<file path="src/rtl/core/tbdat_pkg.sv">
// Shared types and constants of the two-bank deadline alarm timer.
`timescale 1ns / 1ps
`default_nettype none

package tbdat_pkg;

  localparam int RESEND_SLOTS = 8;
  localparam int HALL_SLOTS   = 32;
  localparam int TOTAL_SLOTS  = RESEND_SLOTS + HALL_SLOTS;

  localparam int TIME_W    = 32;
  localparam int TIMEOUT_W = 16;
  localparam int SLOT_W    = 5;
  localparam int IDX_W     = SLOT_W + 1;

  localparam logic [TIMEOUT_W-1:0] TIMEOUT_RESET = TIMEOUT_W'(10);

  typedef enum logic [1:0] {
    KIND_TICK          = 2'd0,
    KIND_ARM_RESEND    = 2'd1,
    KIND_CANCEL_RESEND = 2'd2,
    KIND_ARM_HALL      = 2'd3
  } kind_t;

  typedef enum logic [2:0] {
    ST_IDLE  = 3'b001,
    ST_SCAN  = 3'b010,
    ST_FLUSH = 3'b100
  } state_t;

  typedef struct packed {
    logic              en;
    logic              arm;
    logic [TIME_W-1:0] deadline;
  } cell_wr_t;

endpackage

`default_nettype wire

</file>
<file path="src/rtl/core/tbdat_cell.sv">
// One alarm slot: active flag, deadline and the scan token stage of the chain.
`timescale 1ns / 1ps
`default_nettype none

module tbdat_cell (
  input  wire logic                      clk,
  input  wire logic                      rst_n,
  input  wire logic                      token_in,
  input  wire tbdat_pkg::cell_wr_t       wr,
  input  wire logic [tbdat_pkg::TIME_W-1:0] now,
  output logic                           token_out,
  output logic                           hit
);
  import tbdat_pkg::*;

  logic              active_r;
  logic              active_nxt;
  logic              token_r;
  logic [TIME_W-1:0] deadline_r;

  assign hit       = token_r & active_r & (deadline_r <= now);
  assign token_out = token_r;

  always_comb begin
    active_nxt = active_r;
    if (wr.en) begin
      active_nxt = wr.arm;
    end else if (hit) begin
      active_nxt = 1'b0;
    end
  end

  always_ff @(posedge clk) begin
    if (!rst_n) begin
      active_r <= 1'b0;
      token_r  <= 1'b0;
    end else begin
      active_r <= active_nxt;
      token_r  <= token_in;
    end
  end

  always_ff @(posedge clk) begin
    if (wr.en && wr.arm) begin
      deadline_r <= wr.deadline;
    end
  end

endmodule

`default_nettype wire

</file>
<file path="src/rtl/core/two_bank_deadline_alarm_timer_top.sv">
// Top level of the two-bank deadline alarm timer: command decode, scan control and reports.
`timescale 1ns / 1ps
`default_nettype none
// An item is taken on a rising edge with start high and busy low. Its kind
// selects a tick, arming or cancelling a resend slot, or arming a hall slot.
// Arm and cancel items complete in the cycle they are taken and never raise
// busy, so one can be taken in every cycle. A tick increments the time and
// sends a scan token down the row of forty slot cells, one cell per cycle;
// busy stays high while the scan and the flush state after it run, so the next
// item can be taken only after the flush state.
// Each expired slot gives one item on out_bank and out_expired_slot, marked
// by out_valid for one cycle. A report is held until the scan finds the next
// expired slot, and appears in the cycle after that; the final report of the
// tick, marked by out_last, appears in the first cycle with busy low.
// The receiver cannot stall, so reports are simply presented in order.
// The user must write the timeout register through cfg_we and cfg_wdata only while idle;
// the block does not enforce this. Synchronous reset clears the time, all active flags
// and sets the timeout to ten ticks; the block is ready in the first cycle after reset.
module two_bank_deadline_alarm_timer_top (
  input  wire logic                         clk,
  input  wire logic                         rst_n,
  input  wire logic                         start,
  output logic                              busy,
  input  wire logic [1:0]                   in_kind,
  input  wire logic [tbdat_pkg::SLOT_W-1:0] in_slot_index,
  output logic                              out_valid,
  output logic                              out_bank,
  output logic [tbdat_pkg::SLOT_W-1:0]      out_expired_slot,
  output logic                              out_last,
  input  wire logic                         cfg_we,
  input  wire logic [tbdat_pkg::TIMEOUT_W-1:0] cfg_wdata
);
  import tbdat_pkg::*;

  state_t               state_r, state_nxt;
  logic [TIME_W-1:0]    tick_count_r, tick_count_nxt;
  logic [TIMEOUT_W-1:0] timeout_r;
  logic [IDX_W-1:0]     scan_idx_r, scan_idx_nxt;
  logic                 pend_valid_r, pend_valid_nxt;
  logic                 pend_bank_r, pend_bank_nxt;
  logic [SLOT_W-1:0]    pend_slot_r, pend_slot_nxt;
  logic                 out_valid_r, out_valid_nxt;
  logic                 out_bank_r, out_bank_nxt;
  logic [SLOT_W-1:0]    out_slot_r, out_slot_nxt;
  logic                 out_last_r, out_last_nxt;

  logic                 accept;
  logic                 inject;
  logic                 wr_ok;
  logic                 wr_arm;
  logic [IDX_W-1:0]     wr_idx;
  logic [TIME_W-1:0]    arm_deadline;
  logic [IDX_W-1:0]     idx_sub;
  logic                 scan_bank;
  logic [SLOT_W-1:0]    scan_slot;
  logic                 hit_any;

  cell_wr_t             cell_wr [TOTAL_SLOTS];
  logic [TOTAL_SLOTS-1:0] tok;
  logic [TOTAL_SLOTS-1:0] hit;

  assign busy   = (state_r != ST_IDLE);
  assign accept = start && !busy;
  assign inject = accept && (kind_t'(in_kind) == KIND_TICK);

  assign arm_deadline = tick_count_r + {{(TIME_W-TIMEOUT_W){1'b0}}, timeout_r};

  always_comb begin
    wr_ok  = 1'b0;
    wr_arm = 1'b0;
    wr_idx = {1'b0, in_slot_index};
    unique case (kind_t'(in_kind))
      KIND_ARM_RESEND: begin
        wr_ok  = ({1'b0, in_slot_index} < IDX_W'(RESEND_SLOTS));
        wr_arm = 1'b1;
      end
      KIND_CANCEL_RESEND: begin
        wr_ok  = ({1'b0, in_slot_index} < IDX_W'(RESEND_SLOTS));
      end
      KIND_ARM_HALL: begin
        wr_ok  = ({1'b0, in_slot_index} < IDX_W'(HALL_SLOTS));
        wr_arm = 1'b1;
        wr_idx = {1'b0, in_slot_index} + IDX_W'(RESEND_SLOTS);
      end
      default: begin
      end
    endcase
  end

  always_comb begin
    for (int i = 0; i < TOTAL_SLOTS; i++) begin
      cell_wr[i].en       = accept && wr_ok && (wr_idx == IDX_W'(i));
      cell_wr[i].arm      = wr_arm;
      cell_wr[i].deadline = arm_deadline;
    end
  end

  for (genvar g = 0; g < TOTAL_SLOTS; g++) begin : g_cell
    if (g == 0) begin : g_head
      tbdat_cell u_cell (
        .clk       (clk),
        .rst_n     (rst_n),
        .token_in  (inject),
        .wr        (cell_wr[g]),
        .now       (tick_count_r),
        .token_out (tok[g]),
        .hit       (hit[g])
      );
    end else begin : g_body
      tbdat_cell u_cell (
        .clk       (clk),
        .rst_n     (rst_n),
        .token_in  (tok[g-1]),
        .wr        (cell_wr[g]),
        .now       (tick_count_r),
        .token_out (tok[g]),
        .hit       (hit[g])
      );
    end
  end

  assign hit_any   = |hit;
  assign idx_sub   = scan_idx_r - IDX_W'(RESEND_SLOTS);
  assign scan_bank = (scan_idx_r >= IDX_W'(RESEND_SLOTS));
  assign scan_slot = scan_bank ? idx_sub[SLOT_W-1:0] : scan_idx_r[SLOT_W-1:0];

  always_comb begin
    state_nxt      = state_r;
    tick_count_nxt = tick_count_r;
    scan_idx_nxt   = scan_idx_r;
    pend_valid_nxt = pend_valid_r;
    pend_bank_nxt  = pend_bank_r;
    pend_slot_nxt  = pend_slot_r;
    out_valid_nxt  = 1'b0;
    out_bank_nxt   = pend_bank_r;
    out_slot_nxt   = pend_slot_r;
    out_last_nxt   = 1'b0;
    unique case (state_r)
      ST_IDLE: begin
        if (inject) begin
          tick_count_nxt = tick_count_r + TIME_W'(1);
          scan_idx_nxt   = '0;
          pend_valid_nxt = 1'b0;
          state_nxt      = ST_SCAN;
        end
      end
      ST_SCAN: begin
        if (hit_any) begin
          out_valid_nxt  = pend_valid_r;
          pend_valid_nxt = 1'b1;
          pend_bank_nxt  = scan_bank;
          pend_slot_nxt  = scan_slot;
        end
        scan_idx_nxt = scan_idx_r + IDX_W'(1);
        if (scan_idx_r == IDX_W'(TOTAL_SLOTS - 1)) begin
          state_nxt = ST_FLUSH;
        end
      end
      ST_FLUSH: begin
        out_valid_nxt  = pend_valid_r;
        out_last_nxt   = 1'b1;
        pend_valid_nxt = 1'b0;
        state_nxt      = ST_IDLE;
      end
      default: begin
        state_nxt = ST_IDLE;
      end
    endcase
  end

  always_ff @(posedge clk) begin
    if (!rst_n) begin
      state_r      <= ST_IDLE;
      tick_count_r <= '0;
      timeout_r    <= TIMEOUT_RESET;
      scan_idx_r   <= '0;
      pend_valid_r <= 1'b0;
      out_valid_r  <= 1'b0;
    end else begin
      state_r      <= state_nxt;
      tick_count_r <= tick_count_nxt;
      scan_idx_r   <= scan_idx_nxt;
      pend_valid_r <= pend_valid_nxt;
      out_valid_r  <= out_valid_nxt;
      if (cfg_we) begin
        timeout_r <= cfg_wdata;
      end
    end
  end

  always_ff @(posedge clk) begin
    pend_bank_r <= pend_bank_nxt;
    pend_slot_r <= pend_slot_nxt;
    out_bank_r  <= out_bank_nxt;
    out_slot_r  <= out_slot_nxt;
    out_last_r  <= out_last_nxt;
  end

  assign out_valid        = out_valid_r;
  assign out_bank         = out_bank_r;
  assign out_expired_slot = out_slot_r;
  assign out_last         = out_last_r;

  a_token_single: assert property (@(posedge clk) disable iff (!rst_n)
    $onehot0(tok))
    else $error("More than one scan token in the cell row.");

  a_idle_no_token: assert property (@(posedge clk) disable iff (!rst_n)
    (state_r == ST_IDLE) |-> (tok == '0))
    else $error("Scan token present while idle.");

  a_token_tracks_index: assert property (@(posedge clk) disable iff (!rst_n)
    (state_r == ST_SCAN) |-> (tok[scan_idx_r] == 1'b1))
    else $error("Scan token is not at the cell the scan index names.");

  a_last_after_flush: assert property (@(posedge clk) disable iff (!rst_n)
    (out_valid_r && out_last_r) |-> $past(state_r == ST_FLUSH))
    else $error("Final report outside the flush cycle.");

endmodule

`default_nettype wire

</file>
<file path="config.mk">
export PLATFORM = sky130hd
export DESIGN_NAME = two_bank_deadline_alarm_timer_top
export DESIGN_NICKNAME = d
export VERILOG_FILES = /design/src/rtl/core/tbdat_pkg.sv /design/src/rtl/core/tbdat_cell.sv /design/src/rtl/core/two_bank_deadline_alarm_timer_top.sv
export SDC_FILE = /design/constraint.sdc
export NUM_CORES = 2
export LEC_CHECK = 0
export BUFFER_PORTS_ARGS = -buffer_cell sky130_fd_sc_hd__buf_2
export CORE_ASPECT_RATIO = 0.9
export CORE_MARGIN = 5
export CORE_UTILIZATION = 50
export CTS_CLUSTER_DIAMETER = 120
export DETAILED_ROUTE_END_ITERATION = 12
export PLACE_DENSITY = 0.65
export SETUP_SLACK_MARGIN = 0.1
export SLEW_MARGIN = 20
export SYNTH_ARGS = -nofsm -noshare
export SYNTH_HDL_FRONTEND = slang
export SYNTH_SLANG_ARGS = --single-unit
</file>
<file path="constraint.sdc">
create_clock -name clk -period 11.35 [get_ports clk]
set_input_delay 0.5675 -clock clk [delete_from_list [all_inputs] [get_ports clk]]
set_output_delay 0.5675 -clock clk [all_outputs]
set_load 0.01 [all_outputs]
</file>
==> impl_metrics.ini <==
[sta]
relSlewSlack = 0.256
drv_slew = 0
fin_skew_ps = 30.0
fin_ws_ps = 6120
fmax_mhz = 191
min_period_ps = 5230
tns_ps = 0
post-route-period-util = 0.461
tightest_slew_ps = 1110
setup_viol = 0
hold_violations = 0
rsz0062_at_grt = false

[cells_and_area]
drive_above_1_share = 0.0791
syn2layout_area_growth_pct = 11.7
final_cells = 7842
fin_util = 0.561
design_area_um2 = 81900
final_nets = 7095

[critical_path]
max_stage_delay_ps = 560
crit_family = compound AO/OA/AOI/OAI gates
r2r_setup_slack_ps = 6120
path_max_fanout = 23
crit_chain = clkinv_2, buf_4, ha_1, a21oi_1, nand2_1, a221oi_1, nor3b_1, a2bb2oi_1, nor4_1, buf_4, nand4_1, nor3_2, a21oi_2
critPathKind = flop to flop
cp-start-kind = flop
endpoint_kind = flop
cp_slowest_cell = buf_4
worst-path-buf-inv = 3
crit_required_ps = 11760
worstPathArrival_ps = 5640
path_common_cell = buf_4

[synthesis]
syn_nets = 6832
ys_seq_area_frac = 0.567
synth_enable_flop_cells = 1286
yosysWarnings = 0
syn_area_um2 = 73300
syn_area_per_cell_um2 = 13.3
synthFlopType = edfxtp_1
syn_inst = 5498
async_flop_share = 0
ys_types = 76
ys_ff_latch = 1432

[power]
ir_drop_uv = 166
powerDensity_nw_per_um2 = 132
leakagePower_nw = 31.7

[placement]
place_congestion = 0.883
placed_cells = 7564
hpwl_um = 131000
place_area_um2 = 77100
port_buffers = 35
pre_cts_slack_ps = 5980

[global_route]
grt_pass1_wl_um = 316000
grt_pass1_vias = 47900
grt_max_degree = 89
antenna_found_initial = 16
grt_use_total = 0.280
grt_overflow = 0

[flow_run]
drv_cap = 0

[clock_network]
path_clk_slew_ps = 60
insertion_delay_ps = 810
cts_resized = 0
cts_made_buffers = 150
htreeDepth = 4
cts_tree = yes
clkSinkCount = 1432
root_buffer = clkbuf_16
clockBufferDepth = 3

[floorplanning]
core.rowCount = 133
fp.dieH_um = 373
die-area_um2 = 154000
chipWidth_um = 414
io-pin-count = 36
core_area_um2 = 146000
floorplan.initialDensity = 0.502

[routing]
drtIter0Drc = 4977
routed_wl_um = 219000
ant_nets = 0
via_per_inst = 6.28
vias = 49300
drc = 0
routedWlPerCell_um = 27.9
first_pass_iters = 5

[min_path]
hp-class = primary input to flop

[status]
status = finished clean
==> worst paths after layout <==
path	end	depth (start not counted)	from
setup / recovery	out_slot_nxt[2]	13	tick_count_r[14]
hold / removal	timeout_r[5]	3	cfg_wdata[5]
setup reg to reg	out_slot_nxt[2]	13	tick_count_r[14]
hold reg to reg	out_expired_slot[0]	0	out_slot_nxt[0]
==> final cells by class <==
type                            instances  area [um2]
Multi-Input combinational cell       3919       31700
Timing Repair Buffer                  142         986
Tap cell                             1957        2450
Clock inverter                         52         420
Fill cell                           11800       64000
Inverter                              116         469
Antenna cell                            7        17.5
Sequential cell                      1432       41500
Clock buffer                          217        4360
==> cells by family (layout without fill, tap and decap cells) <==
group / after synthesis / in the layout / synth area share
other cells: 0 / 7 / 0
compound gates: 1130 / 1130 / 0.0951
simple gates: 1407 / 1407 / 0.0982
buf+inv: 147 / 527 / 0.00756
mux: 15 / 15 / 0.00205
flops: 1432 / 1432 / 0.567
fa+ha+maj: 1307 / 1307 / 0.223
xor+xnor: 60 / 60 / 0.00717
==> per-stage QoR <==
stage | total power, mW | hold slack, ps
6_report | 10.8 | 57.8
5_1_grt | 11.1 | 52.0
4_1_cts | 10.8 | 6.91
3_5_place_dp | 6.03 | 331
3_3_place_gp | 6.03 | 332
2_1_floorplan | 5.91 | 323
==> where the power goes <==
| part | total, mW | switching (mW) | internal (mW) |
|---|---|---|---|
| Sequential | 5.72 | 0.00652 | 5.72 |
| Combinational | 0.200 | 0.163 | 0.0370 |
| Clock | 4.86 | 2.09 | 2.78 |
==> cells in the final DEF (no fill, tap or decap), types with 19 or more instances in the layout <==
master / instances
a2111oi_0: 28
a211oi_1: 50
a21boi_0: 27
a21o_1: 126
a21oi_1: 488
and2_1: 76
buf_2: 34
buf_4: 106
clkbuf_1: 43
clkbuf_16: 160
clkinv_1: 19
clkinv_2: 46
dfxtp_1: 145
edfxtp_1: 1286
ha_1: 1305
inv_1: 84
nand2_1: 354
nand3_1: 164
nand4_1: 304
nor2_1: 173
nor2_2: 30
nor2b_1: 63
nor3_1: 80
nor4_1: 62
o211ai_1: 50
o21a_1: 48
o21ai_0: 171
xnor2_1: 30
xnor2_2: 24
==> Yosys cell counts (15+ instances only) <==
cell type / count / share of area
nand3_1: 164 / 0.011
dfxtp_1: 146 / 0.040
nor2_1: 214 / 0.011
o211ai_1: 50 / 0.0051
a21oi_1: 488 / 0.033
a2bb2oi_1: 15 / 0.0018
ha_1: 1306 / 0.22
xnor2_1: 55 / 0.0066
a21boi_0: 27 / 0.0028
nor4_1: 63 / 0.0054
and2_1: 76 / 0.0065
a211oi_1: 50 / 0.0051
clkbuf_1: 28 / 0.0014
nor3_1: 80 / 0.0055
a21o_1: 126 / 0.013
nand4_1: 304 / 0.026
edfxtp_1: 1286 / 0.53
mux2i_1: 15 / 0.0020
inv_1: 114 / 0.0058
nand2_1: 354 / 0.018
a221oi_1: 15 / 0.0018
o21a_1: 48 / 0.0049
nor2b_1: 63 / 0.0054
a2111oi_0: 28 / 0.0033
o21ai_0: 171 / 0.012
==> flip-flops by register name, summed over array words and instances (netlist names) <==
register / cells
timeout_r: 16
g_cell.g_body.u_cell.deadline_r: 1248
g_cell.g_head.u_cell.active_r: 1
out_bank: 1
out_last: 1
g_cell.g_head.u_cell.deadline_r: 32
g_cell.g_body.u_cell.active_r: 39
out_slot_nxt: 5
tick_count_r: 32
pend_valid_r: 1
scan_idx_r: 6
out_bank_nxt: 1
g_cell.g_head.u_cell.token_out: 1
out_expired_slot: 5
state_r: 3
g_cell.g_body.u_cell.token_out: 39
out_valid: 1
==> per-layer routing <==
layer | track usage | up-vias | share of wire
li1 | - | 22300 | -
met1 | 0.384 | 24400 | 0.42
met2 | 0.446 | 2073 | 0.46
met3 | 0.0477 | 488 | 0.081
met4 | 0.113 | 2 | 0.043
met5 | 0 | - | 0.000059
==> timing repair <==
item                                   4_1_cts  5_1_grt
endpoints found under the hold margin        2        0
setup buffers                                0        0
hold buffers                                 2        0
==> worst reg2reg max path, delay by kind of cell, from the launching register on <==
kind | cells | cell delay (ps)
AO/OA/AOI/OAI | 4 | 1730
buffers and inverters | 3 | 1240
AND/OR/NAND/NOR | 5 | 920
adder cells (fa/ha/maj) | 1 | 550
flip-flops | 1 | 410
Power figures use the tool's default switching activity.
